--- src/sv/pisp_pkg.sv ---
`default_nettype none

package pisp_pkg;

  localparam int MAX_STREAMS_DEF = 4;
  localparam int PSD_FIELDS      = 4;

  localparam int TIME_W     = 64;
  localparam int FREQ_W     = 40;
  localparam int BW_LO_W    = 20;
  localparam int PSD_W      = 32;
  localparam int POWER_W    = 64;
  localparam int PRODUCT_W  = PSD_W + FREQ_W;
  localparam int PART_W     = 3;
  localparam int COUNT_W    = 3;
  localparam int STATUS_W   = 3;
  localparam int CFG_DATA_W = 64;
  localparam int CFG_INDEX_W = 2;
  localparam int OUT_DEPTH  = 8;

  localparam logic [PART_W-1:0] PART_WHOLE = '0;

  typedef enum logic [CFG_INDEX_W-1:0] {
    REG_SENSITIVITY,
    REG_CHECK_ENABLE,
    REG_REQUESTED_PART
  } cfg_reg_t;

  typedef enum logic [STATUS_W-1:0] {
    ST_OK,
    ST_LOW_POWER,
    ST_DETECT_FAIL,
    ST_NO_CELLS,
    ST_COUNT_CHANGE
  } status_t;

  // Per-cell control fields carried down the front pipeline
  typedef struct packed {
    logic                valid;
    logic [PART_W-1:0]   part;
    logic [TIME_W-1:0]   start_time;
    logic [TIME_W-1:0]   end_time;
    logic                detect_ok;
    logic [COUNT_W-1:0]  stream_count;
    logic                last_cell;
  } cell_ctl_t;

  typedef struct packed {
    logic zero;
    logic add;
    logic last;
  } lane_ctrl_t;

  typedef struct packed {
    logic    pass;
    status_t status;
  } verdict_t;

endpackage

`default_nettype wire

--- src/sv/pisp_lane.sv ---
`default_nettype none

module pisp_lane import pisp_pkg::*; (
  input  wire logic               clk,
  input  wire logic               rst,
  input  wire logic [PSD_W-1:0]   psd,
  input  wire logic [FREQ_W-1:0]  bw,
  input  wire lane_ctrl_t         ctrl,
  input  wire logic [POWER_W-1:0] sensitivity,
  output logic                    meets,
  output logic                    snap_meets
);

  localparam int BW_HI_W = FREQ_W - BW_LO_W;
  localparam int PP_LO_W = PSD_W + BW_LO_W;
  localparam int PP_HI_W = PSD_W + BW_HI_W;

  logic [PP_LO_W-1:0]   pp_lo;
  logic [PP_HI_W-1:0]   pp_hi;
  logic [PRODUCT_W-1:0] full;
  logic [POWER_W-1:0]   product;
  logic [POWER_W-1:0]   power;
  logic [POWER_W-1:0]   power_next;
  logic [POWER_W-1:0]   snap;
  logic [POWER_W-1:0]   base;
  logic [POWER_W:0]     sum;

  // two partial products, recombined into the product register
  always_ff @(posedge clk) begin
    pp_lo <= PP_LO_W'(psd) * PP_LO_W'(bw[BW_LO_W-1:0]);
    pp_hi <= PP_HI_W'(psd) * PP_HI_W'(bw[FREQ_W-1:BW_LO_W]);
  end

  assign full = PRODUCT_W'(pp_lo) + PRODUCT_W'({pp_hi, BW_LO_W'(0)});

  always_ff @(posedge clk) begin
    product <= (|full[PRODUCT_W-1:POWER_W]) ? '1 : full[POWER_W-1:0];
  end

  always_comb begin
    base = ctrl.zero ? '0 : power;
    sum  = {1'b0, base} + {1'b0, product};
    if (ctrl.add) begin
      power_next = sum[POWER_W] ? '1 : sum[POWER_W-1:0];
    end else begin
      power_next = base;
    end
  end

  always_ff @(posedge clk) begin
    if (rst || ctrl.last) begin
      power <= '0;
    end else begin
      power <= power_next;
    end
  end

  // hold the reception's final power for the verdict stage
  always_ff @(posedge clk) begin
    if (ctrl.last) begin
      snap <= power_next;
    end
  end

  assign meets      = power >= sensitivity;
  assign snap_meets = snap >= sensitivity;

endmodule

`default_nettype wire

--- config.mk ---
export PLATFORM = sky130hd
export DESIGN_NAME = pisp_lane
export DESIGN_NICKNAME = d
export VERILOG_FILES = /design/src/sv/pisp_pkg.sv /design/src/sv/pisp_lane.sv
export SDC_FILE = /design/constraint.sdc
export NUM_CORES = 2
export LEC_CHECK = 0
export BUFFER_PORTS_ARGS = -buffer_cell sky130_fd_sc_hd__buf_2
export CORE_MARGIN = 8
export CORE_UTILIZATION = 40
export CTS_BUF_LIST = sky130_fd_sc_hd__clkbuf_4 sky130_fd_sc_hd__clkbuf_8
export DETAILED_ROUTE_END_ITERATION = 12
export GPL_TIMING_DRIVEN = 0
export REMOVE_ABC_BUFFERS = 1
export SLEW_MARGIN = 10
export SYNTH_ARGS = -nofsm -noshare
export SYNTH_HDL_FRONTEND = slang
export SYNTH_SLANG_ARGS = --single-unit
export TNS_END_PERCENT = 10
--- constraint.sdc ---
create_clock -name clk -period 21 [get_ports clk]
set_input_delay 3.15 -clock clk [delete_from_list [all_inputs] [get_ports clk]]
set_output_delay 3.15 -clock clk [all_outputs]
set_load 0.03 [all_outputs]
---- Word-level counts from Yosys, hierarchy flattened ----
Cells that the tools add are included.
word-level totals
  register bits ........................... 296
  bits of input ports ..................... 141
  output and inout port bits .............. 2
  word-level logic and storage cells ...... 16
operators by class
  $add $sub $neg .......................... 2
  multipliers ............................. 2
  $lt $le $gt $ge ......................... 2
  multiplexer cells ....................... 3
  reductions and logical operators ........ 2
operators with widths
  kind                number
  $mux W64            3
  $ge A64 B64 Y1      2
  $mul A32 B20 Y52    2
  $add A52 B72 Y72    1
  $add A64 B64 Y65    1
  $reduce_or A8 Y1    1
  $logic_or A1 B1 Y1  1

---- Logic depth before layout (Yosys ltp) ----
  word-level depth ........................ 4
  depth in mapped cells ................... 28
  depth with buffers taken out ............ 26

---- Worst setup path before layout ----
OpenSTA, ideal clock, no wires.
  kind .................................... in2reg
  start ................................... input bw[2]
  end ..................................... register pp_lo[45]
  setup time .............................. 0.064 ns
  data arrival time ....................... 9.572 ns
  required time ........................... 20.936 ns
  path slack .............................. 11.365 ns
  cell stages on the path ................. 25
  buffers on the path ..................... 2
  cell sequence ........................... clkbuf_1 and2_1 fa_1 fa_1 inv_1 fa_1 inv_1 fa_1 inv_1 fa_1 inv_1 fa_1 inv_1 fa_1 inv_1 ha_1 clkbuf_1 nand3_1 o41ai_1 a21oi_1 o211a_1 o21bai_1 a21oi_1 or4b_1 nand4_1
on the way
  cells in the longest elaborated chain, start to end .. 1
ends and longest elaborated chain
  element               RTL line         source
  from (decl)           pisp_lane.sv:7   input wire logic [FREQ_W-1:0] bw,
  $mul A32 B20 Y52      pisp_lane.sv:30  pp_lo <= PP_LO_W'(psd) * PP_LO_W'(bw[BW_LO_W-1:0]);
  to (signal assigned)  pisp_lane.sv:30
  to (decl)             pisp_lane.sv:18  logic [PP_LO_W-1:0] pp_lo;
No other way between the ends.
A chain may end at the register's enable or synchronous reset.

---- Worst setup path in the final report ----
  start ................................... input psd[15]
  end ..................................... register pp_hi[45]
on the way
  cells in the longest elaborated chain, start to end .. 1
ends and longest elaborated chain
  element               RTL line         source
  from (decl)           pisp_lane.sv:6   input wire logic [PSD_W-1:0] psd,
  $mul A32 B20 Y52      pisp_lane.sv:31  pp_hi <= PP_HI_W'(psd) * PP_HI_W'(bw[FREQ_W-1:BW_LO_W]);
  to (signal assigned)  pisp_lane.sv:31
  to (decl)             pisp_lane.sv:19  logic [PP_HI_W-1:0] pp_hi;
No other way between the ends.

==> flow_metrics.env <==
export IMPL_outcome="complete, no violations"
export IMPL_cts_tree="built"
export IMPL_detail_route_wl_per_cell_um=18.7
export IMPL_grt_overflow=0
export IMPL_period_minus_slack_ns=10.82
export IMPL_yosysTopAreaCellShare=0.363
export IMPL_grt_max_degree=67
export IMPL_cp_slowest_cell="buf_2"
export IMPL_ctsResizeCount=0
export IMPL_syn_cell_area_um2=59200
export IMPL_synth_top_area_cell="fa_1"
export IMPL_htree_levels=2
export IMPL_hold_buffers=0
export IMPL_cp_start_kind="input port"
export IMPL_ios=143
export IMPL_cts_setup_buffers=0
export IMPL_synth_area_leaders="fa_1, ha_1, inv_1"
export IMPL_final_max_slew_viol_count=0
export IMPL_crit_family="adder cells"
export IMPL_drt_iter0_drc=2434
export IMPL_clockBufferDepth=3
export IMPL_drc=0
export IMPL_synthCells=6661
export IMPL_synthFlopType="dfxtp_1"
export IMPL_clkTransAtPathRegs_ns=0.07
export IMPL_clock_sinks=296
export IMPL_grt_pass1_wl_um=260000
export IMPL_die_y_um=401
export IMPL_synth_seq_area_share=0.111
export IMPL_core_um2=147000
export IMPL_crit_top_cell="fa_1"
export IMPL_synth_cell_types=87
export IMPL_finalCritPeriodShare=0.515
export IMPL_cp_cell_sequence="buf_2, and2_1, fa_1, fa_1, inv_1, fa_1, inv_1, fa_1, fa_1, fa_1, inv_1, fa_1, inv_1, ha_1, nand3_1, nor2_1, nand2_1, a21oi_1, nor3_1, o41ai_1, o41ai_1, o21ai_0, a221o_1, xor2_1"
export IMPL_cpPeakStageDelay_ns=0.95
export IMPL_grt_usage=0.198
export IMPL_dr_total_vias=44300
export IMPL_cp_num_buf_inv=5
export IMPL_cp_end_kind="flop"
export IMPL_gp_congestion=0.874
export IMPL_vias_per_cell=5.22
export IMPL_rsz0062_at_grt="no"
export IMPL_hold_viol=0
export IMPL_synth_edf_count=64
export IMPL_dieArea_um2=160000
export IMPL_ys_ff_latch=296
export IMPL_hp_class="reg2reg"
export IMPL_cp_arrival_ns=11.34
export IMPL_initial_core_util=0.402
export IMPL_async_flop_share=0
export IMPL_drive_above_1_share=0.0526
export IMPL_portBuffers=142
export IMPL_firstDrtPassIters=6
export IMPL_setup_tns_ns=0
export IMPL_worst_slew_pin_slew_ns=1.38
export IMPL_finalSetupViolations=0
export IMPL_synth_warnings=0
export IMPL_cts_root_buffer="clkbuf_8"
export IMPL_fin_skew_ns=0.0404
export IMPL_wirelength_um=159000
export IMPL_cts_buffers=47
export IMPL_die_w_um=401
export IMPL_avgSynthCellArea_um2=8.88
export IMPL_area_growth_pct=5.32
export IMPL_fp_row_count=141
export IMPL_critical_path_required_ns=21.52
export IMPL_cp_max_fo=40
export IMPL_clkLatencyLatePin_ns=0.63
export IMPL_final_nets=8278
export IMPL_max_cap_violations=0
export IMPL_grt_pass1_vias=47700
export IMPL_crit_type="in2reg"
export IMPL_max_slew_margin=0.0795
export IMPL_antenna_found_initial=13
export IMPL_dp_hpwl_um=120000
export IMPL_max_freq_ghz=0.0924
export IMPL_postRouteAntennaNets=0
## cell usage in the layout (no fill, tap or decap), types with 13 or more instances in the layout
| master | synthesis | routed |
|---|---|---|
| o22a_1 | 25 | 25 |
| o21a_1 | 21 | 21 |
| nor4_1 | 14 | 14 |
| nor2_1 | 160 | 158 |
| nand3b_2 | 19 | 19 |
| buf_2 | 18 | 139 |
| inv_1 | 1262 | 1262 |
| fa_1 | 1074 | 1074 |
| a31oi_1 | 24 | 24 |
| o21ai_0 | 127 | 127 |
| nor2b_1 | 102 | 102 |
| o31ai_1 | 13 | 13 |
| clkbuf_8 | 0 | 51 |
| nand2b_1 | 26 | 26 |
| a21o_1 | 176 | 176 |
| edfxtp_1 | 64 | 64 |
| nand3_2 | 38 | 38 |
| xnor2_1 | 109 | 109 |
| dfxtp_1 | 232 | 232 |
| ha_1 | 548 | 548 |
| and2_1 | 651 | 651 |
| nand3_1 | 47 | 47 |
| o21bai_1 | 27 | 27 |
| a211oi_1 | 32 | 32 |
| a21oi_1 | 272 | 272 |
| nor3_1 | 43 | 43 |
| o211ai_1 | 16 | 16 |
| xor2_1 | 80 | 80 |
| nand2_1 | 832 | 832 |
| o221a_2 | 13 | 13 |
| and4_1 | 14 | 14 |
| nand4_1 | 68 | 68 |
| and3_1 | 21 | 21 |
## logic make-up (layout without fill, tap and decap cells)
group,Yosys count,count (layout),synth area share
AOI/OAI and AO/OA,849,849,0.0944
xor gates and xnor gates,189,189,0.0280
adders and majority gates,1622,1622,0.479
buffers and inverters,1611,1504,0.104
DFF,296,296,0.111
muxes,7,7,0.00118
other,0,5,0
and+or+nand+nor,2087,2087,0.183
## area by class of cell
cell class                      instances  area, um^2
Clock buffer                           56         739
Fill cell                           14500       85000
Timing Repair Buffer                  154         910
Sequential cell                       296        6570
Multi-Input combinational cell       4754       46500
Tap cell                             1930        2410
Inverter                             1262        4740
Antenna cell                            5        12.5
Clock inverter                         32         422
## stage by stage
stage | worst slack, ns | instances | hold WS (ns) | util | instance area, um^2
after CTS | 10.28 | 8483 | 0.371 | 0.423 | 62300
after detailed placement | 9.63 | 8395 | 0.402 | 0.415 | 61100
after global routing | 9.91 | 8488 | 0.405 | 0.423 | 62300
final | 10.18 | 8489 | 0.380 | 0.423 | 62300
after floorplan | 11.63 | 6312 | 0.391 | - | 57800
after global placement | 9.65 | 8384 | 0.398 | 0.413 | 60900
## worst paths after layout
path / start / end / cells past startpoint / slack [ns]
setup / recovery: psd[15] / pp_hi[45]$_DFF_P_ / 24 / 10.18
hold / removal: pp_lo[1]$_DFF_P_ / product[1]$_SDFF_PP1_ / 1 / 0.38
setup reg to reg: power[13]$_SDFF_PP0_ / snap[49]$_DFFE_PP_ / 12 / 16.28
hold reg to reg: pp_lo[1]$_DFF_P_ / product[1]$_SDFF_PP1_ / 1 / 0.38
## worst reg2reg max path, delay by kind of cell (launching register included)
family                   cells  cell delay (ns)
AO/OA/AOI/OAI                5             1.70
adder cells (fa/ha/maj)      1             0.35
flip-flops                   1             0.35
AND/OR/NAND/NOR              6             2.05
## layer usage
metal	part of all wire	wire, um	vias to the layer above	track usage
li1	-	-	20400	-
met1	0.45	71200	22300	0.267
met2	0.47	74400	1261	0.334
met3	0.057	9100	273	0.0274
met4	0.028	4420	12	0.0530
met5	0.00049	78	-	0
## registers in the layout, indices dropped and copies added (netlist names)
signal	count
power	64
pp_hi	52
pp_lo	52
product	64
snap	64
## Yosys cell counts (24+ instances only)
master and count:
inv_1 1262, fa_1 1074, nand2_1 832, and2_1 651, ha_1 548, clkbuf_1 324
a21oi_1 272, dfxtp_1 232, a21o_1 176, nor2_1 160, o21ai_0 127, xnor2_1 109
nor2b_1 102, xor2_1 80, nand4_1 68, edfxtp_1 64, nand3_1 47, nor3_1 43
nand3_2 38, a211oi_1 32, o21bai_1 27, nand2b_1 26, o22a_1 25, a31oi_1 24
Power is not shown: default switching activity piles up to over one toggle a cycle in this logic, so the estimate is an artifact.
