--- src/sv/pisp_pkg.sv ---
`default_nettype none

package pisp_pkg;

  localparam int MAX_STREAMS_DEF = 4;
  localparam int PSD_FIELDS      = 4;

  localparam int TIME_W     = 64;
  localparam int FREQ_W     = 40;
  localparam int BW_LO_W    = 20;
  localparam int PSD_W      = 32;
  localparam int POWER_W    = 64;
  localparam int PRODUCT_W  = PSD_W + FREQ_W;
  localparam int PART_W     = 3;
  localparam int COUNT_W    = 3;
  localparam int STATUS_W   = 3;
  localparam int CFG_DATA_W = 64;
  localparam int CFG_INDEX_W = 2;
  localparam int OUT_DEPTH  = 8;

  localparam logic [PART_W-1:0] PART_WHOLE = '0;

  typedef enum logic [CFG_INDEX_W-1:0] {
    REG_SENSITIVITY,
    REG_CHECK_ENABLE,
    REG_REQUESTED_PART
  } cfg_reg_t;

  typedef enum logic [STATUS_W-1:0] {
    ST_OK,
    ST_LOW_POWER,
    ST_DETECT_FAIL,
    ST_NO_CELLS,
    ST_COUNT_CHANGE
  } status_t;

  // Per-cell control fields carried down the front pipeline
  typedef struct packed {
    logic                valid;
    logic [PART_W-1:0]   part;
    logic [TIME_W-1:0]   start_time;
    logic [TIME_W-1:0]   end_time;
    logic                detect_ok;
    logic [COUNT_W-1:0]  stream_count;
    logic                last_cell;
  } cell_ctl_t;

  typedef struct packed {
    logic zero;
    logic add;
    logic last;
  } lane_ctrl_t;

  typedef struct packed {
    logic    pass;
    status_t status;
  } verdict_t;

endpackage

`default_nettype wire

--- src/sv/pisp_verdict_if.sv ---
`default_nettype none

interface pisp_verdict_if import pisp_pkg::*; ();
  logic                valid;
  logic                ready;
  logic                pass;
  logic [STATUS_W-1:0] status;

  modport source (output valid, pass, status, input ready);
  modport sink   (input valid, pass, status, output ready);
endinterface

`default_nettype wire

--- src/sv/pisp_out_queue.sv ---
`default_nettype none

module pisp_out_queue import pisp_pkg::*; #(
  parameter int DEPTH = OUT_DEPTH
) (
  input  wire logic       clk,
  input  wire logic       rst,
  input  wire logic       reserve,
  input  wire logic       wr_en,
  input  wire verdict_t   wr_data,
  output logic            space,
  pisp_verdict_if.source  verdict
);

  localparam int PTR_W = (DEPTH > 1) ? $clog2(DEPTH) : 1;
  localparam int CNT_W = $clog2(DEPTH + 1);

  verdict_t           mem [DEPTH];
  logic [PTR_W-1:0]   wr_ptr;
  logic [PTR_W-1:0]   rd_ptr;
  logic [CNT_W-1:0]   fill;
  logic [CNT_W-1:0]   credit;
  logic               pop;

  assign pop = verdict.valid && verdict.ready;

  always_ff @(posedge clk) begin
    if (wr_en) begin
      mem[wr_ptr] <= wr_data;
    end
  end

  // credit counts every request whose verdict is in flight or queued
  always_ff @(posedge clk) begin
    if (rst) begin
      wr_ptr <= '0;
      rd_ptr <= '0;
      fill   <= '0;
      credit <= '0;
    end else begin
      if (wr_en) begin
        wr_ptr <= (wr_ptr == PTR_W'(DEPTH - 1)) ? '0 : wr_ptr + PTR_W'(1);
      end
      if (pop) begin
        rd_ptr <= (rd_ptr == PTR_W'(DEPTH - 1)) ? '0 : rd_ptr + PTR_W'(1);
      end
      fill   <= fill + CNT_W'(wr_en) - CNT_W'(pop);
      credit <= credit + CNT_W'(reserve) - CNT_W'(pop);
    end
  end

  assign space          = credit != CNT_W'(DEPTH);
  assign verdict.valid  = fill != '0;
  assign verdict.pass   = mem[rd_ptr].pass;
  assign verdict.status = mem[rd_ptr].status;

endmodule

`default_nettype wire

--- src/flat_wrapper.sv ---
// flat-port wrapper written by rule: the top's interface ports become plain ports
module pisp_out_queue_flat import pisp_pkg::*;
#(
  parameter int DEPTH = OUT_DEPTH
)
  (clk, rst, reserve, wr_en, wr_data, space, verdict_valid, verdict_pass, verdict_status, verdict_ready);
  pisp_verdict_if verdict_i ();
  input  wire logic clk;
  input  wire logic rst;
  input  wire logic reserve;
  input  wire logic wr_en;
  input  wire verdict_t wr_data;
  output logic space;
  output wire logic [$bits(verdict_i.valid)-1:0] verdict_valid;
  output wire logic [$bits(verdict_i.pass)-1:0] verdict_pass;
  output wire logic [$bits(verdict_i.status)-1:0] verdict_status;
  input wire logic [$bits(verdict_i.ready)-1:0] verdict_ready;
  assign verdict_valid = verdict_i.valid;
  assign verdict_pass = verdict_i.pass;
  assign verdict_status = verdict_i.status;
  assign verdict_i.ready = verdict_ready;
  pisp_out_queue #(.DEPTH(DEPTH)) u_core (.clk(clk), .rst(rst), .reserve(reserve), .wr_en(wr_en), .wr_data(wr_data), .space(space), .verdict(verdict_i));
endmodule
--- config.mk ---
export PLATFORM = sky130hd
export DESIGN_NAME = pisp_out_queue_flat
export DESIGN_NICKNAME = d
export VERILOG_FILES = /design/src/sv/pisp_pkg.sv /design/src/sv/pisp_verdict_if.sv /design/src/sv/pisp_out_queue.sv /design/src/flat_wrapper.sv
export SDC_FILE = /design/constraint.sdc
export NUM_CORES = 1
export LEC_CHECK = 0
export BUFFER_PORTS_ARGS = -buffer_cell sky130_fd_sc_hd__buf_4
export CAP_MARGIN = 30
export CORE_MARGIN = 2
export CORE_UTILIZATION = 45
export DETAILED_ROUTE_END_ITERATION = 8
export PLACE_DENSITY = 0.74
export REMOVE_ABC_BUFFERS = 1
export SYNTH_ARGS = -nofsm -noshare
export SYNTH_HDL_FRONTEND = slang
export SYNTH_SLANG_ARGS = --single-unit
--- constraint.sdc ---
create_clock -name clk -period 5 [get_ports clk]
set_clock_uncertainty 0.1 [all_clocks]
set_input_delay 1.25 -clock clk [delete_from_list [all_inputs] [get_ports clk]]
set_output_delay 1.25 -clock clk [all_outputs]
set_load 0.02 [all_outputs]
### Word-level counts from Yosys, hierarchy flattened

Memories as Yosys holds them, arrays and structs flattened. A register that Yosys moved wholly into a read port is not among the register bits.
Cells that the tools add are included.
W data, S select, Z words.

* bits in registers: 14
* bits in writable memories: 32
* input port bits: 9
* output and inout port bits: 6
* word-level logic and storage cells: 22
* memories: 1

* $add $sub $neg: 6
* eq/ne operators: 3
* mux-type cells: 6
* reduce and logical (&&, ||, !) cells: 2

Memory list
* u_core.mem: words 8, width 4, read ports 1, clocked after Yosys merged registers in 1, write ports 1, RTL line pisp_out_queue.sv:18 `verdict_t mem [DEPTH];`

Operator list (count)
* $mux W3: 4
* $add A4 B1 Y4: 2
* $sub A4 B1 Y4: 2
* $add A3 B1 Y3 const B: 2
* $eq A3 B3 Y1 const B: 2
* $ne A4 B4 Y1 const B: 1
* $reduce_bool A4 Y1: 1
* $mux W1: 2
* $logic_and A1 B1 Y1: 1

### Longest topological paths before layout

Gate-level depths: netlist (run 1).

* depth in word-level cells: 4
* depth in mapped cells: 11
* mapped depth without buffers: 10

### Worst setup path before layout (run 1)

OpenSTA, ideal clock, no wires.

* path kind: input to register
* start point: input verdict_ready
* end point: register u_core.credit[3]
* library setup time: 0.121 ns
* arrival: 2.617 ns
* slack: 2.162 ns
* stages on the path: 7
* buffers on the path: 1
* cells stage by stage: nand2_1 > buf_6 > or2_2 > ha_1 > a21o_1 > a21oi_1 > mux2_2

* word-level cells in the longest chain between the ends: 2

Ends and longest elaborated chain
* from (decl): RTL line flat_wrapper.sv:17 `input wire logic [$bits(verdict_i.ready)-1:0] verdict_ready;`
* $logic_and A1 B1 Y1: RTL line pisp_out_queue.sv:25 `assign pop = verdict.valid && verdict.ready;`
* $sub A4 B1 Y4: RTL line pisp_out_queue.sv:48 `credit <= credit + CNT_W'(reserve) - CNT_W'(pop);`
* to (signal assigned): RTL line pisp_out_queue.sv:48
* to (decl): RTL line pisp_out_queue.sv:22 `logic [CNT_W-1:0] credit;`

No other way between the ends.
A chain may end at the register's enable or synchronous reset.

==> metrics.txt, run 1 <==
Yosys reg bits 49; vias per cell approximately 5.4; MaxCap Viol Count 0; postcts setup bufs 0; CTS clock-pin slew for the worst setup and hold paths 80 ps; Mapped Avg Cell Area between 15 and 20 µm²; Antenna Diode Count 0; hold endpoint u_core.rd_ptr[2]$_SDFFE_PP0P_; Bufs on Longest Clock Path 2; number of global-route vias before repair between 1,000 and 1,500; Sink Count 49; routability cong. between 0.7 and 0.8; maximum fanout along the worst path 8; drt first pass iters 3; die footprint 5420 µm²; CP required 3650 ps; worst rel slew slack 0.528; r2r startpoint u_core.fill[2]$_SDFF_PP0_; CTS-repair resized insts 0; clock latency on the worst-skew pair slightly below 300 ps; Netlist cell types 27; Slew Viols, Final 0; Routed wire per std cell ~16 µm; Final period util 0.664; leading area contributor after synthesis edfxtp_1; Seq. cell area 1300 µm²; drt drc 0; Worst Hold Class flip-flop to flip-flop; fill count around 410; first-pass GRT wire length 5.79 mm; DPL Wire Length 2.51 mm; setup TNS 0 ps; yosys warns 0; crit path launch type flip-flop; Final ANT Viol Nets 0; Post-Route WL about 3.4 mm; Max rail drop VDD 0.278 mV; Die Width about 74 µm; min Tclk post-route between 3000 and 4000 ps; TritonCTS clock tree done; flop2flop setup slack around 2400 ps; Tot GR Track Use 0.148; port bufs 14; hold_buf cts 0; P_leak ~0.9 nW; Worst-Margin Slew approximately 700 ps; Initial Util 0.465; drt first-iter violations 69; Final Hold Fails 0; num rows 25; area delta synth->final 10.0%; Yosys top cell area share 0.440; Worst EP arrival between 1500 and 2000 ps; Hold Crit Start u_core.rd_ptr[2]$_SDFFE_PP0P_; Crit Path Category flip-flop to primary output; setup violators final 0; Mapped Area 2180 µm²; Worst R2R Path Depth 9; endpoint class of the critical path primary output; RSZ-0062 raised after global routing false; CTS root buf clkbuf_8; GR Overflow Total 0; Fin Hold WS ~420 ps; Post-layout nets approximately 180; Seq/Total Area, Yosys 0.596; Placeable Area between 4000 and 5000 µm²; vias 1,167; Crit Reg-Reg Endpoint u_core.credit[3]$_SDFF_PP0_; die span in y approximately 74 µm; largest net degree at the start of global routing 20; Synth Instances between 100 and 150; IO Pins 15; initial antenna violation count 0; share of cells above drive strength 1 0.198; outcome finished clean; H-Tree Depth 2; PwrDens ~440 nW/µm²; Max Fclk 301 MHz; hold depth 2; ranking of synthesized cells by area edfxtp_1, dfxtp_1, mux4_1, ha_1, mux2_2; CTS Buf Count 5; area of the multi-input gates slightly above 800 µm²
==> where the power goes <==
part           switching [mW]  internal, mW
clock network           0.121        0.0983
registers              0.0337         0.474
logic                   0.159         0.182
total                   0.314         0.754
==> layer usage <==
| metal | routed length (µm) | GRT usage | up-vias |
|---|---|---|---|
| li1 | - | - | 569 |
| met1 | 1540 | 0.185 | 573 |
| met2 | 1690 | 0.244 | 19 |
| met3 | 118 | 0.0412 | 6 |
| met4 | 62 | 0.0606 | 0 |
| met5 | 0 | 0 | - |
==> worst max path at each step <==
| stage | start | to | slack (ps) |
|---|---|---|---|
| after floorplan | verdict_ready | u_core.credit[3]$_SDFF_PP0_ | 2080 |
| after CTS | flip-flop | verdict_status[2] | 1650 |
| after global placement | verdict_ready | u_core.credit[3]$_SDFF_PP0_ | 1910 |
| after detailed placement | verdict_ready | u_core.credit[3]$_SDFF_PP0_ | 1870 |
| final | flip-flop | verdict_status[1] | 1680 |
| after global routing | flip-flop | verdict_status[2] | 1620 |
==> cell usage after synthesis <==
master and n:
edfxtp_1 32, dfxtp_1 17, nor2_1 14, ha_1 12, mux4_1 8, nand2b_1 8
mux2_2 7, mux2i_1 7, inv_1 6, nor2b_1 6, a21oi_1 3, nand2_1 3
nor3_1 3, buf_6 2, clkbuf_1 2, fa_1 2, or2_2 2, xnor2_1 2
a21o_1 1, a31o_2 1, buf_2 1, nand3_1 1, nand3b_1 1, o21ai_0 1
or3b_2 1, or3b_4 1, xor2_1 1
==> per-stage QoR <==
| stage | setup slack (ps) | instances | util | power [mW] | instance area [µm²] |
|---|---|---|---|---|---|
| after floorplan | 2080 | 140 | - | 0.765 | 2150 |
| after global placement | 1910 | 208 | 0.494 | 0.836 | 2320 |
| after detailed placement | 1870 | 208 | 0.494 | 0.861 | 2320 |
| after CTS | 1650 | 216 | 0.512 | 1.08 | 2400 |
| after global routing | 1620 | 216 | 0.512 | 1.14 | 2400 |
| final | 1680 | 216 | 0.512 | 1.07 | 2400 |
==> logic make-up after synthesis <==
group	synth area share
DFF	0.596
and+or+nand+nor	0.0969
buffers and inverters	0.0264
xor gates and xnor gates	0.0120
adders and majority gates	0.0872
AOI/OAI and AO/OA	0.0166
muxes	0.165
==> final cells by class <==
type	instances	share of cell area
clock buffer	7	0.0318
clock inverter	1	0.00208
inverter	6	0.00938
multi-input combinational	85	0.343
sequential	49	0.542
tap	54	0.0281
timing repair buffer	14	0.0438
==> layout by cell type, fill, tap and decap left out <==
master and n:
edfxtp_1 32, dfxtp_1 17, nor2_1 14, buf_4 14, ha_1 12, mux4_1 8
nand2b_1 8, mux2i_1 7, mux2_2 7, inv_1 6, nor2b_1 6, clkbuf_8 5
nand2_1 3, nor3_1 3, a21oi_1 3, or2_2 2, xnor2_1 2, fa_1 2
clkbuf_1 2, or3b_4 1, nand3b_1 1, or3b_2 1, a21o_1 1, nand3_1 1
a31o_2 1, o21ai_0 1, xor2_1 1, clkinv_2 1
==> flip-flops by register name (all words and copies together) (netlist names), named ones only <==
register       count
u_core.credit      4
u_core.fill        4
u_core.mem        32
u_core.rd_ptr      3
u_core.wr_ptr      3
==> worst max-delay path: stages, from the launching register on <==
cell and delay, ps:
dfxtp_1 610, mux4_1 630, mux2_2 280, buf_4 160
No activity file was read; power rests on OpenSTA's default activity.
==> inputs of run 2 (changes only) <==
Settings changed: ABC_AREA from default to 1.
Clock period 5 ns to 3.3 ns, I/O delays scaled along.
==> metrics.txt, run 2 <==
vias about 1,600; DPL Wire Length between 2 and 3 mm; Mapped Area between 2000 and 2500 µm²; flop2flop setup slack 1350 ps; Most common cell on crit path nand2_1; TritonCTS clock tree done; H-Tree Depth 2; largest net degree at the start of global routing 18; Max stage delay on crit path between 600 and 700 ps; endpoint class of the critical path primary output; port bufs 14; CTS clock-pin slew for the worst setup and hold paths approximately 80 ps; first-pass GRT wire length roughly 6.4 mm; register with the most flip-flops u_core.mem; vias per cell around 4.5; metal2 WL about 1.9 mm; Placeable Area 5040 µm²; leading area contributor after synthesis edfxtp_1; number of global-route vias before repair 1,478; area delta synth->final 10.1%; CP max-delay cell dfxtp_1; Worst Hold Class flip-flop to flip-flop; Hold Crit Start u_core.rd_ptr[2]$_SDFFE_PP0P_; Met3 Wirelength 122 µm; crit-path cells inv_4 > nand2_1 > nand3_1 > nand2_1 > nand2_1 > nand2_1 > buf_4; num rows 26; PwrDens 704 nW/µm²; Tot GR Track Use 0.152; Max Fclk between 300 and 400 MHz; initial antenna violation count 0; Worst R2R Path Depth 9; Mapped Avg Cell Area between 8 and 9 µm²; fin util 0.508; postcts setup bufs 0; yosys warns 0; GR Overflow Total 0; EDFF count, synth 32; CTS Buf Count 5; Synth Instances between 200 and 300; IO Pins 15; Final Hold Fails 0; CTS-repair resized insts 0; routability cong. 0.942; commonest non-fill, non-tap cell in the layout nand2_1; Final ANT Viol Nets 0; die footprint between 5000 and 6000 µm²; Netlist cell types 21; Yosys top cell area share 0.413; outcome finished clean; drt drc 0; CP required ~2400 ps; Seq/Total Area, Yosys 0.560; Crit Path Category flip-flop to primary output; share of cells above drive strength 1 0.0903; Initial Util 0.461; max layer used met4; setup TNS 0 ps; drt first-iter violations 93; hold_buf cts 0; r2r startpoint u_core.fill[2]$_SDFF_PP0_; Post-layout nets around 300; Routed wire per std cell approximately 11 µm; P_leak 1.21 nW; worst rel slew slack 0.616; Die Width 75.9 µm; max FFs per register 32; drt first pass iters 4; Sink Count 49; clock latency on the worst-skew pair around 300 ps; Final period util 0.792; Fin Hold WS 417 ps; top-count cell post-synth nand2_1; DRT met1 WL about 1.7 mm; ys flop type edfxtp_1; most frequent cells in the layout nand2_1, inv_1, edfxtp_1; min Tclk post-route 2610 ps; Worst EP arrival about 1700 ps; Antenna Diode Count 0; Yosys reg bits 49; Bufs on Longest Clock Path 2; Crit path max-delay family flip-flops; MaxCap Viol Count 0; die span in y between 70 and 80 µm; Crit Reg-Reg Endpoint u_core.fill[2]$_SDFF_PP0_; maximum fanout along the worst path 17; setup violators final 0; asr flop ratio synth 0; Slew Viols, Final 0; crit path launch type flip-flop; Worst-Margin Slew 576 ps; RSZ-0062 raised after global routing false; most frequent cells after synthesis nand2_1, inv_1, edfxtp_1; CTS root buf clkbuf_8; Post-Route WL about 3.8 mm; Max rail drop VDD roughly 0.43 mV; hold depth 2; Buf+Inv Stages, Crit Path 2; ranking of synthesized cells by area edfxtp_1, dfxtp_1, nand2_1, inv_1, ha_1; Largest regs u_core.mem x32, u_core.credit x4, u_core.fill x4
## run 2: changes by cell type after synthesis, moves of 8 or more
cell      previous run  this run
nor2_1              14        27
nand2b_1             8         0
nand2_1              3        69
nand3_1              1        23
inv_1                6        54
mux4_1               8         0
## run 2: kinds of logic after synthesis
kind of cell | count (synthesis) | synth area share
and+or+nand+nor | 124 | 0.218
AOI/OAI and AO/OA | 11 | 0.0237
xor gates and xnor gates | 2 | 0.00754
buffers and inverters | 61 | 0.109
DFF | 49 | 0.560
adders and majority gates | 14 | 0.0818
## run 2: through the flow
stage	cell area (µm²)	total power, mW	std cells	worst slack [ps]
3_3_place_gp	2470	1.45	339	1080
4_1_cts	2560	1.83	347	659
5_1_grt	2560	1.96	347	506
6_report	2560	1.80	347	688
2_1_floorplan	2280	1.29	255	1270
3_5_place_dp	2470	1.48	339	1000
## run 2: tightest hold or removal path, stage by stage, from the launching register on
cell and delay [ps]:
dfxtp_1 340, a21oi_1 60, nor2_1 90
## run 2: worst max path at each step
stage / from / end / slack, ps / depth (start not counted)
5_1_grt: flip-flop / verdict_status[2] / 510 / 7
6_report: flip-flop / verdict_status[1] / 690 / 7
3_5_place_dp: flip-flop / verdict_status[1] / 1000 / 7
3_3_place_gp: verdict_ready / u_core.fill[2]$_SDFF_PP0_ / 1080 / 7
2_1_floorplan: flip-flop / verdict_pass / 1270 / 6
4_1_cts: flip-flop / verdict_status[1] / 660 / 7
## run 2: routing by layer
metal | up-vias | global-route usage
met5 | - | 0
met4 | 0 | 0.0741
met3 | 7 | 0.0397
met2 | 23 | 0.260
met1 | 705 | 0.176
li1 | 836 | -
## run 2: power breakdown
| group | leakage [nW] | total, mW | switching, mW | internal [mW] |
|---|---|---|---|---|
| Clock | 0.0374 | 0.344 | 0.194 | 0.149 |
| Sequential | 0.432 | 0.792 | 0.0630 | 0.729 |
| Combinational | 0.737 | 0.665 | 0.391 | 0.274 |
## run 2: cell type report
class	instances	area (µm²)
Multi-Input combinational cell	151	769
Tap cell	70	87.6
Clock buffer	6	72.6
Sequential cell	49	1300
Fill cell	471	2480
Inverter	55	209
Clock inverter	2	15.0
Timing Repair Buffer	14	105
