--- src/sv/pisp_pkg.sv ---
`default_nettype none

package pisp_pkg;

  localparam int MAX_STREAMS_DEF = 4;
  localparam int PSD_FIELDS      = 4;

  localparam int TIME_W     = 64;
  localparam int FREQ_W     = 40;
  localparam int BW_LO_W    = 20;
  localparam int PSD_W      = 32;
  localparam int POWER_W    = 64;
  localparam int PRODUCT_W  = PSD_W + FREQ_W;
  localparam int PART_W     = 3;
  localparam int COUNT_W    = 3;
  localparam int STATUS_W   = 3;
  localparam int CFG_DATA_W = 64;
  localparam int CFG_INDEX_W = 2;
  localparam int OUT_DEPTH  = 8;

  localparam logic [PART_W-1:0] PART_WHOLE = '0;

  typedef enum logic [CFG_INDEX_W-1:0] {
    REG_SENSITIVITY,
    REG_CHECK_ENABLE,
    REG_REQUESTED_PART
  } cfg_reg_t;

  typedef enum logic [STATUS_W-1:0] {
    ST_OK,
    ST_LOW_POWER,
    ST_DETECT_FAIL,
    ST_NO_CELLS,
    ST_COUNT_CHANGE
  } status_t;

  // Per-cell control fields carried down the front pipeline
  typedef struct packed {
    logic                valid;
    logic [PART_W-1:0]   part;
    logic [TIME_W-1:0]   start_time;
    logic [TIME_W-1:0]   end_time;
    logic                detect_ok;
    logic [COUNT_W-1:0]  stream_count;
    logic                last_cell;
  } cell_ctl_t;

  typedef struct packed {
    logic zero;
    logic add;
    logic last;
  } lane_ctrl_t;

  typedef struct packed {
    logic    pass;
    status_t status;
  } verdict_t;

endpackage

`default_nettype wire

--- src/sv/pisp_tracker.sv ---
`default_nettype none

module pisp_tracker import pisp_pkg::*; #(
  parameter int MAX_STREAMS = MAX_STREAMS_DEF
) (
  input  wire logic                   clk,
  input  wire logic                   rst,
  input  wire cell_ctl_t              ctl,
  input  wire logic [PART_W-1:0]      requested_part,
  input  wire logic                   check_enable,
  input  wire logic [MAX_STREAMS-1:0] meets,
  input  wire logic [MAX_STREAMS-1:0] snap_meets,
  output lane_ctrl_t                  lane_ctrl [MAX_STREAMS],
  output logic                        result_valid,
  output verdict_t                    result
);

  localparam logic [COUNT_W-1:0] CNT_MAX =
    COUNT_W'(MAX_STREAMS < PSD_FIELDS ? MAX_STREAMS : PSD_FIELDS);

  logic [TIME_W-1:0]  interval_start;
  logic [TIME_W-1:0]  interval_end;
  logic [COUNT_W-1:0] active_streams;
  logic               any_found;
  status_t            fail_code;

  logic [TIME_W-1:0]  interval_start_next;
  logic [TIME_W-1:0]  interval_end_next;
  logic [COUNT_W-1:0] active_streams_next;
  logic               any_found_next;
  status_t            fail_code_next;

  logic               snap_valid;
  logic [COUNT_W-1:0] snap_active;
  logic               snap_any;
  status_t            snap_fail;

  logic               counted;
  logic               restart;
  logic               meets_all;
  logic               snap_all;
  logic [COUNT_W-1:0] cnt_sat;
  logic [COUNT_W-1:0] act_base;
  logic               zero;
  logic               add;
  logic               last;
  status_t            code;

  assign counted = ctl.valid && (fail_code == ST_OK) &&
                   (requested_part == PART_WHOLE || ctl.part == requested_part);
  assign restart = (active_streams == '0) || (ctl.start_time != interval_start) ||
                   (ctl.end_time != interval_end);
  assign cnt_sat = (ctl.stream_count > CNT_MAX) ? CNT_MAX : ctl.stream_count;
  assign last    = ctl.valid && ctl.last_cell;

  always_comb begin
    meets_all = active_streams != '0;
    snap_all  = snap_active != '0;
    for (int s = 0; s < MAX_STREAMS; s++) begin
      if (COUNT_W'(s) < active_streams && !meets[s]) meets_all = 1'b0;
      if (COUNT_W'(s) < snap_active && !snap_meets[s]) snap_all = 1'b0;
    end
  end

  always_comb begin
    interval_start_next = interval_start;
    interval_end_next   = interval_end;
    active_streams_next = active_streams;
    any_found_next      = any_found;
    fail_code_next      = fail_code;
    act_base            = active_streams;
    zero                = 1'b0;
    add                 = 1'b0;
    if (counted) begin
      any_found_next = 1'b1;
      if (restart && active_streams != '0 && !meets_all) begin
        fail_code_next = ST_LOW_POWER;
      end else begin
        // open a new interval: drop the old sums
        if (restart) begin
          interval_start_next = ctl.start_time;
          interval_end_next   = ctl.end_time;
          act_base            = '0;
          zero                = 1'b1;
        end
        active_streams_next = act_base;
        if (!ctl.detect_ok || ctl.stream_count == '0) begin
          fail_code_next = ST_DETECT_FAIL;
        end else if (act_base != '0 && act_base != cnt_sat) begin
          fail_code_next = ST_COUNT_CHANGE;
        end else begin
          active_streams_next = cnt_sat;
          add                 = 1'b1;
        end
      end
    end
  end

  always_comb begin
    for (int s = 0; s < MAX_STREAMS; s++) begin
      lane_ctrl[s].zero = zero;
      lane_ctrl[s].add  = add && (COUNT_W'(s) < cnt_sat);
      lane_ctrl[s].last = last;
    end
  end

  always_ff @(posedge clk) begin
    if (rst || last) begin
      interval_start <= '0;
      interval_end   <= '0;
      active_streams <= '0;
      any_found      <= 1'b0;
      fail_code      <= ST_OK;
    end else begin
      interval_start <= interval_start_next;
      interval_end   <= interval_end_next;
      active_streams <= active_streams_next;
      any_found      <= any_found_next;
      fail_code      <= fail_code_next;
    end
  end

  always_ff @(posedge clk) begin
    if (rst) begin
      snap_valid <= 1'b0;
    end else begin
      snap_valid <= last;
    end
  end

  always_ff @(posedge clk) begin
    if (last) begin
      snap_active <= active_streams_next;
      snap_any    <= any_found_next;
      snap_fail   <= fail_code_next;
    end
  end

  always_comb begin
    priority if (!check_enable) begin
      code = ST_OK;
    end else if (snap_fail != ST_OK) begin
      code = snap_fail;
    end else if (!snap_any) begin
      code = ST_NO_CELLS;
    end else if (!snap_all) begin
      code = ST_LOW_POWER;
    end else begin
      code = ST_OK;
    end
  end

  assign result_valid  = snap_valid;
  assign result.pass   = code == ST_OK;
  assign result.status = code;

endmodule

`default_nettype wire

--- config.mk ---
export PLATFORM = sky130hd
export DESIGN_NAME = pisp_tracker
export DESIGN_NICKNAME = d
export VERILOG_FILES = /design/src/sv/pisp_pkg.sv /design/src/sv/pisp_tracker.sv
export SDC_FILE = /design/constraint.sdc
export NUM_CORES = 1
export LEC_CHECK = 0
export BUFFER_PORTS_ARGS = -buffer_cell sky130_fd_sc_hd__clkbuf_2
export CORE_MARGIN = 4
export CORE_UTILIZATION = 30
export CTS_CLUSTER_DIAMETER = 120
export DETAILED_ROUTE_END_ITERATION = 8
export GPL_TIMING_DRIVEN = 0
export HOLD_SLACK_MARGIN = 0.12
export PLACE_DENSITY = 0.52
export SYNTH_ARGS = -nofsm -noshare
export SYNTH_HDL_FRONTEND = slang
export SYNTH_SLANG_ARGS = --single-unit
--- constraint.sdc ---
create_clock -name clk -period 2 [get_ports clk]
set_clock_uncertainty 0.15 [all_clocks]
set_input_delay 0.1 -clock clk [delete_from_list [all_inputs] [get_ports clk]]
set_output_delay 0.1 -clock clk [all_outputs]
set_load 0.03 [all_outputs]
Word level (Yosys, flattened, before mapping)
Index checks and enable logic that the tools add are counted.
Word-level totals
  register bits: 143
  bits of input ports: 151
  output and inout port bits: 17
  word-level logic and storage cells: 102
Operators by class
  magnitude comparators: 13
  equality and inequality tests: 4
  mux-type cells: 32
  bitwise operators: 1
  reductions and logical operators: 43
Operators with widths (number)
  $ne 64x64->1: 2
  $mux 3: 14
  $logic_and 1x1->1: 18
  $lt 1x3->1 const A: 6
  $lt 2x3->1 const A: 6
  $mux 1: 17
  $logic_not 3->1: 5
  $reduce_bool 3->1: 4
  $logic_not 1->1: 10
  $logic_or 1x1->1: 5
  $eq 3x3->1: 1
  $gt 3x3->1 const B: 1
  $ne 3x3->1: 1
  $reduce_and 3->1: 1
  $mux 2: 1
  $not 1->1: 1

Longest topological paths before layout
Gate-level depths: netlist of the first run.
  depth in word-level cells: 17
  gate-level depth with buffers: 10
  gate-level depth less buffers: 7

Worst setup path after synthesis of the first run
No wires, ideal clock.
  kind: register to output
  start point: reg interval_end[57]
  end point: out lane_ctrl[4] in the netlist's numbering
  data arrival time: 2.119 ns
  data required time: 1.750 ns
  slack: -0.369 ns
  cell stages (with the launch flop): 10
  buffers on the path: 2
  cell sequence: dfxtp_1 xor2_1 nor4_1 nand4_1 and4bb_1 and3_1 buf_6 buf_12 o211ai_1 nor2_1
RTL lines
  start, declared: RTL line pisp_tracker.sv:22  | logic [TIME_W-1:0] interval_end;
  start signal, assigned: RTL line pisp_tracker.sv:116  | interval_end <= interval_end_next;
  end, declared: RTL line pisp_tracker.sv:13  | output lane_ctrl_t lane_ctrl [MAX_STREAMS],

==> impl_metrics.yaml, run 1 <==
synthesis:
  synth_top_family_by_area: "compound AO/OA/AOI/OAI gates"
  synth_top_cell_by_area: "dfxtp_1"
  synth-simple-area-share: 0.163
  synth_ff_type: "dfxtp_1"
  synth_compound_area_frac: 0.206
  mappedNetlistArea_mm2: 0.00727
  ys_ff_latch: 143
  synth.area.top_cells: "dfxtp_1 37%, xor2_1 13%, a21oi_1 9.5%"
  synth-xor-area-share: 0.158
  ys_types: 44
  synth_seq_area_share: 0.403
  synth_nets: 1022
  ys.warnings.count: 0
  syn_area_per_cell_um2: 8.35
  synthAdderAreaFrac: 0
  synthArstFlopShare: 0
  synth_cells: 871
  netlist.area_leader.share: 0.374
  synthMuxAreaShare: 0
  synth_edf_count: 7
layout:
  utilization: 0.515
  layout_commonest_cell: "clkbuf_2"
  layout.nets: 1379
  diodes: 0
  final_cell_mix: "161 x clkbuf_2, 133 x dlygate4sd3_1, 127 x a21oi_1"
  layout-drive-gt1-share: 0.362
  nFillCells: 2275
  synthToLayoutAreaGrowth_pct: 67.6
power_and_ir_drop:
  ir_drop_mv: 0.514
  power.density_mw_per_mm2: 620
  p_leak_uw: 0.00477
routing:
  maxUsedRoutingLayer: "met4"
  drt-initial-drc-count: 524
  antenna_left: 0
  route.met3.wl_mm: 2.10
  wire_per_inst_um: 20.3
  met1_length_mm: 13.8
  vias: 8056
  vias_per_cell: 5.16
  firstDrtPassIters: 5
  drc_errors: 0
  wirelength_mm: 31.7
  wl_met2_mm: 15.0
worst_setup_path:
  crit_arrival_ns: 2.82
  r2r_end: "interval_end[7]"
  reg2reg_depth: 13
  path_max_fanout: 3
  cp-startpoint: "interval_start[6]"
  setup.worst_path.start_class: "flop"
  ff2ff_setup_slack_ns: -0.81
  cp-end-kind: "primary output"
  critPathRequiredTime_ns: 1.75
  path_class: "reg -> out"
  reg2reg_from: "interval_start[6]"
  critPathCapture: "lane_ctrl[7]"
clock_network:
  cts_tree: "done"
  cts_buffer_depth: 2
  cts.clk_slew.worst_paths_ns: 0.06
  cts_root_buf: "clkbuf_16"
  htreeDepth: 4
  numCtsBuffers: 17
  clkLatencyLatePin_ns: 0.44
  cts.sinks: 143
floorplan:
  start_util: 0.307
  die_area_mm2: 0.0268
  fp.dieW_um: 164
  num_rows: 56
  io_pins: 168
  fp.dieH_um: 164
  core_mm2: 0.0237
global_route:
  grt_max_degree: 17
  grt_pass1_vias: 8102
  grt_usage: 0.225
  grt_overflow_total: 0
  grt_antenna_before_repair: 0
  grt_pass1_wl_mm: 45.7
sta:
  tns_ns: -108.63
  rsz0062_at_grt: "true"
  finalSetupViolations: 150
  tightest_slew_ns: 0.958
  slew_headroom: 0.361
  min_period_ns: 3.07
  timing.final.crit_share: 1.54
  final_max_slew_viol_count: 0
  fin_ws_ns: -1.07
  max_freq_mhz: 326
  finalHoldViolCount: 0
place:
  place_ws_ns: -1.07
  gp_congestion: 0.868
  hpwlAfterDp_mm: 20.5
  io_buffers: 167
worst_hold_path:
  hold_class: "in -> reg"
  whs_path_depth: 5
status:
  violations: "setup timing"
  status: "finished with violations"
flow_run:
  max-cap-violations: 0
==> worst max-delay path, cell delays in order, from the launching register on <==
cell and delay (ns):
dfxtp_2 0.33, xor2_2 0.16, nor4_2 0.33, nand4_1 0.25, and4bb_2 0.37, and3_4 0.20
buf_8 0.10, buf_12 0.09, o211ai_1 0.10, buf_4 0.22, nor2_4 0.09, buf_8 0.13
==> worst min-delay path by stage <==
stage | from | endpoint
2_1_floorplan | rst | result_valid
3_3_place_gp | rst | result_valid
3_5_place_dp | rst | result_valid
4_1_cts | meets[0] | fail_code[0]
5_1_grt | ctl[136] | fail_code[1]
6_report | ctl[136] | fail_code[1]
==> metal layers <==
layer  global-route usage  up-vias
met5                    0        -
met4               0.0709        0
li1                     -     3839
met3               0.0660       54
met1                0.290     3870
met2                0.362      293
==> final cells by class <==
class,count,area (µm²),area share
sequential,143,2960,0.242
multi-input combinational,642,4550,0.373
buffer,80,808,0.0663
clock buffer,19,443,0.0363
inverter,6,22.5,0.00185
clock inverter,13,140,0.0115
tap,319,399,0.0327
timing repair buffer,338,2880,0.236
==> power by group <==
group          internal [µW]  total (µW)  switching [µW]
Combinational            581        1320             736
Clock                   1870        3230            1360
Sequential              2960        3020            60.0
Total                   5410        7560            2150
==> cell usage after synthesis, types with 6 or more instances <==
| cell | number |
|---|---|
| nand2_1 | 8 |
| nor2_1 | 13 |
| nand3_1 | 131 |
| edfxtp_1 | 7 |
| nor4_1 | 28 |
| nand4_1 | 14 |
| o21ai_1 | 38 |
| nor3_1 | 6 |
| buf_2 | 11 |
| inv_1 | 6 |
| nor2b_1 | 6 |
| buf_6 | 15 |
| xor2_1 | 110 |
| a21oi_1 | 138 |
| buf_4 | 11 |
| dfxtp_1 | 136 |
| clkbuf_1 | 41 |
| xnor2_1 | 21 |
| o21ai_0 | 93 |
==> state kept, by name, summed over array words and instances, names as in the netlist <==
name,count
interval_end,64
interval_start,64
active_streams,3
fail_code,3
snap_active,3
snap_fail,3
any_found,1
result_valid,1
snap_any,1
==> cell families after synthesis <==
logic type,Yosys count
XOR/XNOR,131
AO/OA/AOI/OAI,289
AND/OR/NAND/NOR,222
flip-flops,143
buffers and inverters,86
==> per-stage QoR <==
| stage | hold WS (ns) | instance area, µm² | total power [µW] | std cells |
|---|---|---|---|---|
| floorplan | 0.0216 | 7630 | 3570 | 871 |
| global placement | 0.127 | 8870 | 4040 | 1357 |
| detailed placement | 0.132 | 8870 | 4050 | 1357 |
| CTS | 0.104 | 11400 | 7480 | 1537 |
| global route | 0.145 | 12200 | 7770 | 1560 |
| finish | 0.131 | 12200 | 7560 | 1560 |
==> repair_timing <==
item	in CTS	in global routing
resized for setup	87	176
gates cloned	6	10
buffers inserted	9	14
setup endpoints to repair	149	151
hold buffers	133	0
hold endpoints to repair	138	0
pin swaps	23	91
(Power assumes the default switching activity.)
==> inputs of run 2 (changes only) <==
Settings changed: PLACE_DENSITY 0.52 to default.
==> run 2 against run 1 <==
Compared with the run above:
- the run still ends with setup timing left
- critical path type unchanged
- non-clock buffer count rose by 6
- maximum frequency down 1.1%
- core utilization rose by 1.7 points
- power down 0.50%
==> impl_metrics.yaml, run 2 (same netlist as run 1, synthesis figures left out) <==
clock_network:
  cts_root_buf: "clkbuf_16"
  htreeDepth: 4
  cts.sinks: 143
  cts_tree: "done"
  numCtsBuffers: 17
  cts_buffer_depth: 2
  clkLatencyLatePin_ns: 0.45
  cts.clk_slew.worst_paths_ns: 0.06
global_route:
  grt_overflow_total: 0
  grt_usage: 0.236
  grt_antenna_before_repair: 1
  grt_pass1_vias: 8459
  grt_pass1_wl_mm: 48.1
  grt_max_degree: 17
layout:
  design_area_mm2: 0.0126
  layout_commonest_cell: "clkbuf_2"
  layout-drive-gt1-share: 0.401
  final_cell_mix: "158 x clkbuf_2, 134 x dlygate4sd3_1, 119 x dfxtp_1"
  final_cells: 1567
  synthToLayoutAreaGrowth_pct: 73.0
  layout.nets: 1385
  nFillCells: 2097
  reg.largest.list: "interval_end x64, interval_start x64"
power_and_ir_drop:
  total_power_uw: 7520
  power.density_mw_per_mm2: 598
  ir_drop_mv: 0.475
  p_leak_uw: 0.00487
routing:
  vias: 8457
  antenna_left: 0
  wl_met2_mm: 15.3
  wire_per_inst_um: 21.0
  vias_per_cell: 5.40
  drc_errors: 0
  firstDrtPassIters: 5
  wirelength_mm: 32.8
  drt-initial-drc-count: 784
  route.met3.wl_mm: 2.71
  maxUsedRoutingLayer: "met4"
  met1_length_mm: 13.6
worst_setup_path:
  crit_arrival_ns: 2.86
  crit_family: "simple AND/OR/NAND/NOR gates"
  cp_slowest_stage_delay_ns: 0.45
  path_buf_inv: 4
  cp-end-kind: "primary output"
  path_cells: "xnor2_1 > nand4_1 > nor4_1 > and4bb_1 > and3_4 > buf_8 > buf_12 > o211ai_1 > buf_4 > nor2_4 > buf_8"
  crit_slowest_cell: "xnor2_1"
  critPathRequiredTime_ns: 1.75
  path_max_fanout: 3
  path_class: "reg -> out"
  path_common_cell: "buf_8"
  setup.worst_path.start_class: "flop"
floorplan:
  io_pins: 168
  num_rows: 56
  fp.dieH_um: 164
  fp.dieW_um: 164
  die_area_mm2: 0.0268
  core_mm2: 0.0237
  start_util: 0.307
place:
  place_area_mm2: 0.00887
  hpwlAfterDp_mm: 20.4
  placed_cells: 1357
  io_buffers: 167
  place_ws_ns: -0.934
  gp_congestion: 0.844
sta:
  finalSetupViolations: 149
  slew_headroom: 0.381
  tns_ns: -107.90
  tightest_slew_ns: 0.929
  fin_ws_ns: -1.11
  final_max_slew_viol_count: 0
  rsz0062_at_grt: "true"
  max_freq_mhz: 322
  finalHoldViolCount: 0
  min_period_ns: 3.11
  timing.final.crit_share: 1.55
status:
  violations: "setup timing"
  status: "finished with violations"
worst_hold_path:
  hold_class: "in -> reg"
flow_run:
  max-cap-violations: 0
==> run 2: final timing paths <==
check                                        start               end  slack [ns]  cells past startpoint
worst max-delay path            interval_start[51]      lane_ctrl[7]       -1.11                     11
worst min-delay path                        ctl[0]      snap_fail[0]        0.14                      2
worst max register to register  interval_start[51]  interval_end[41]       -0.85                     12
worst min register to register        fail_code[1]      fail_code[1]        0.33                      2
==> run 2: repair_timing <==
| item | CTS | global route |
|---|---|---|
| gates cloned | 16 | 1 |
| resized for setup | 207 | 117 |
| setup buffers | 17 | 9 |
| hold buffers | 134 | 0 |
| setup endpoints to repair | 149 | 150 |
| pin swaps | 154 | 24 |
| endpoints found under the hold margin | 137 | 0 |
==> run 2: power by group <==
group / switching (µW) / internal [µW]
clock: 1350 / 1790
sequential: 52.6 / 2960
combinational: 778 / 594
==> run 2: per-layer routing <==
layer | vias up | global-route usage
li1 | 3865 | -
met1 | 4075 | 0.308
met2 | 442 | 0.375
met3 | 75 | 0.0507
met4 | 0 | 0.103
met5 | - | 0
==> run 2: area by class of cell <==
class,count,area [µm²],share of cell area
well taps,319,399,0.0317
clock buffers,21,460,0.0366
multi-input cells,642,4810,0.382
clock inverters,11,109,0.00865
flip-flops and latches,143,2950,0.235
plain buffers,80,887,0.0705
diodes,1,2.50,0.000199
inverters,6,22.5,0.00179
repair buffers,344,2940,0.234
==> run 2: through the flow <==
step / util / hold WS [ns]
6_report: 0.531 / 0.139
5_1_grt: 0.531 / 0.188
4_1_cts: 0.516 / 0.145
3_5_place_dp: 0.375 / 0.131
3_3_place_gp: 0.375 / 0.124
2_1_floorplan: - / 0.0216
==> inputs of run 3 (changes only) <==
Settings changed: BUFFER_PORTS_ARGS -buffer_cell sky130_fd_sc_hd__clkbuf_2 to default, DONT_BUFFER_PORTS from default to 1, GPL_ROUTABILITY_DRIVEN from default to 0, SETUP_SLACK_MARGIN from default to 0.2.
==> run 3 against run 2 <==
Compared with the run above:
- die area did not move
- critical endpoint unchanged
- combinational power fell by 20%
- the flow still finishes with violations (setup timing)
- clock-buffer cell count rose by 4
- worst hold slack got worse by 0.032 ns
- cell area fell by 7.3%
- maximum frequency rose by 2.4%
- clock power rose by 7.6%
==> impl_metrics.yaml, run 3 (same netlist as run 1, synthesis figures left out) <==
routing:
  vias: 7627
  drt-initial-drc-count: 705
  wire_per_inst_um: 23.0
  antenna_left: 0
  wirelength_mm: 32.2
  drc_errors: 0
  vias_per_cell: 5.44
  firstDrtPassIters: 5
sta:
  fin_ws_ns: -1.03
  rsz0062_at_grt: "true"
  slew_headroom: 0.479
  final_max_slew_viol_count: 0
  finalSetupViolations: 149
  max_freq_mhz: 330
  min_period_ns: 3.03
  finalHoldViolCount: 0
  timing.final.crit_share: 1.52
  tightest_slew_ns: 0.777
  worst_hold_slack_ns: 0.107
layout:
  diodes: 0
  nFillCells: 2229
  synthToLayoutAreaGrowth_pct: 60.4
  layout-drive-gt1-share: 0.275
  final_cell_mix: "136 x dlygate4sd3_1, 135 x a21oi_1, 118 x dfxtp_1"
  utilization: 0.493
  layout_commonest_cell: "dlygate4sd3_1"
  layout.nets: 1221
  final_cells: 1402
  reg.largest.list: "interval_end x64, interval_start x64"
  design_area_mm2: 0.0117
clock_network:
  cts_root_buf: "clkbuf_16"
  cts.sinks: 143
  clkLatencyLatePin_ns: 0.43
  cts_tree: "done"
  htreeDepth: 4
  numCtsBuffers: 17
  cts_buffer_depth: 2
  cts.clk_slew.worst_paths_ns: 0.06
worst_setup_path:
  path_class: "reg -> out"
  cp_slowest_stage_delay_ns: 0.34
  critPathRequiredTime_ns: 1.75
  cp-end-kind: "primary output"
  setup.worst_path.start_class: "flop"
  path_cells: "xnor2_2 > nand4_1 > nor3_2 > and4bb_2 > and3_4 > buf_12 > buf_12 > o211ai_1 > buf_4 > nor2_4"
  path_common_cell: "buf_12"
  path_max_fanout: 3
  crit_slowest_cell: "dfxtp_1"
  crit_arrival_ns: 2.78
power_and_ir_drop:
  power.density_mw_per_mm2: 641
  ir_drop_mv: 0.566
  p_leak_uw: 0.00419
global_route:
  top_usage_layer: "met2"
  grtUsageMet2: 0.375
  grt_use_met3: 0.0690
  grt_pass1_wl_mm: 46.5
  grt_usage: 0.231
  met1_usage: 0.301
  grt_overflow_total: 0
  grt_max_degree: 17
  grt_antenna_before_repair: 0
  grt_pass1_vias: 7607
floorplan:
  core_mm2: 0.0237
  die_area_mm2: 0.0268
  start_util: 0.307
  fp.dieH_um: 164
  io_pins: 168
  num_rows: 56
  fp.dieW_um: 164
place:
  place_area_mm2: 0.00828
  io_buffers: 0
  placed_cells: 1190
  hpwlAfterDp_mm: 20.3
worst_hold_path:
  hold_class: "in -> reg"
status:
  status: "finished with violations"
  violations: "setup timing"
flow_run:
  max-cap-violations: 0
-- run 3: cell count changes in the layout (fill, tap and decap cells not counted), moves of 14 or more --
| cell | previous run | this run |
|---|---|---|
| a21oi_2 | 57 | 3 |
| nand3_1 | 38 | 61 |
| clkbuf_2 | 158 | 1 |
| o21ai_1 | 90 | 68 |
| o21ai_2 | 1 | 15 |
| a21oi_1 | 81 | 135 |
-- run 3: routing by layer --
| metal | part of all wire | vias up |
|---|---|---|
| li1 | - | 3513 |
| met1 | 0.41 | 3721 |
| met2 | 0.47 | 350 |
| met3 | 0.097 | 43 |
| met4 | 0.020 | 0 |
| met5 | 0 | - |
-- run 3: power by group --
part / internal (µW) / switching [µW]
sequential: 2960 / 59.2
combinational: 480 / 607
clock: 2050 / 1330
-- run 3: metrics by stage --
stage	worst slack (ns)	power (µW)	TNS [ns]
3_3_place_gp	-0.963	3780	-103.98
2_1_floorplan	-0.267	3580	-6.98
6_report	-1.03	7480	-104.57
5_1_grt	-1.10	7670	-117.08
3_5_place_dp	-0.929	3790	-100.41
4_1_cts	-1.06	7390	-87.55
-- run 3: layout make-up --
class                   count  area, µm²  share of cell area
clock buffers              25        515              0.0442
inverters                   6       25.0             0.00215
well taps                 319        399              0.0342
clock inverters             7       96.3             0.00826
plain buffers              80        863              0.0740
multi-input cells         642       4710               0.404
flip-flops and latches    143       2960               0.253
repair buffers            180       2100               0.180
-- run 3: path summary, 6_finish.rpt --
path | startpoint | endpoint | slack [ns] | cells past startpoint
worst max-delay path | interval_start[50] | lane_ctrl[7] | -1.03 | 10
worst min-delay path | ctl[136] | active_streams[0] | 0.11 | 4
worst max register to register | interval_start[50] | interval_start[10] | -0.81 | 13
worst min register to register | interval_end[13] | interval_end[13] | 0.33 | 2
-- run 3: worst max-delay path: cells and delay by family, from the launching register on --
family	cells	cell delay, ns
buffers and inverters	3	0.44
XOR/XNOR	1	0.28
AND/OR/NAND/NOR	5	1.21
AO/OA/AOI/OAI	1	0.09
flip-flops	1	0.34
-- run 3: repair_timing --
item,in CTS,in global routing
pin swaps,28,84
setup buffers,14,10
gates cloned,6,14
endpoints found under the setup margin,150,150
hold buffers,136,0
endpoints found under the hold margin,147,0
gates resized for setup,89,111
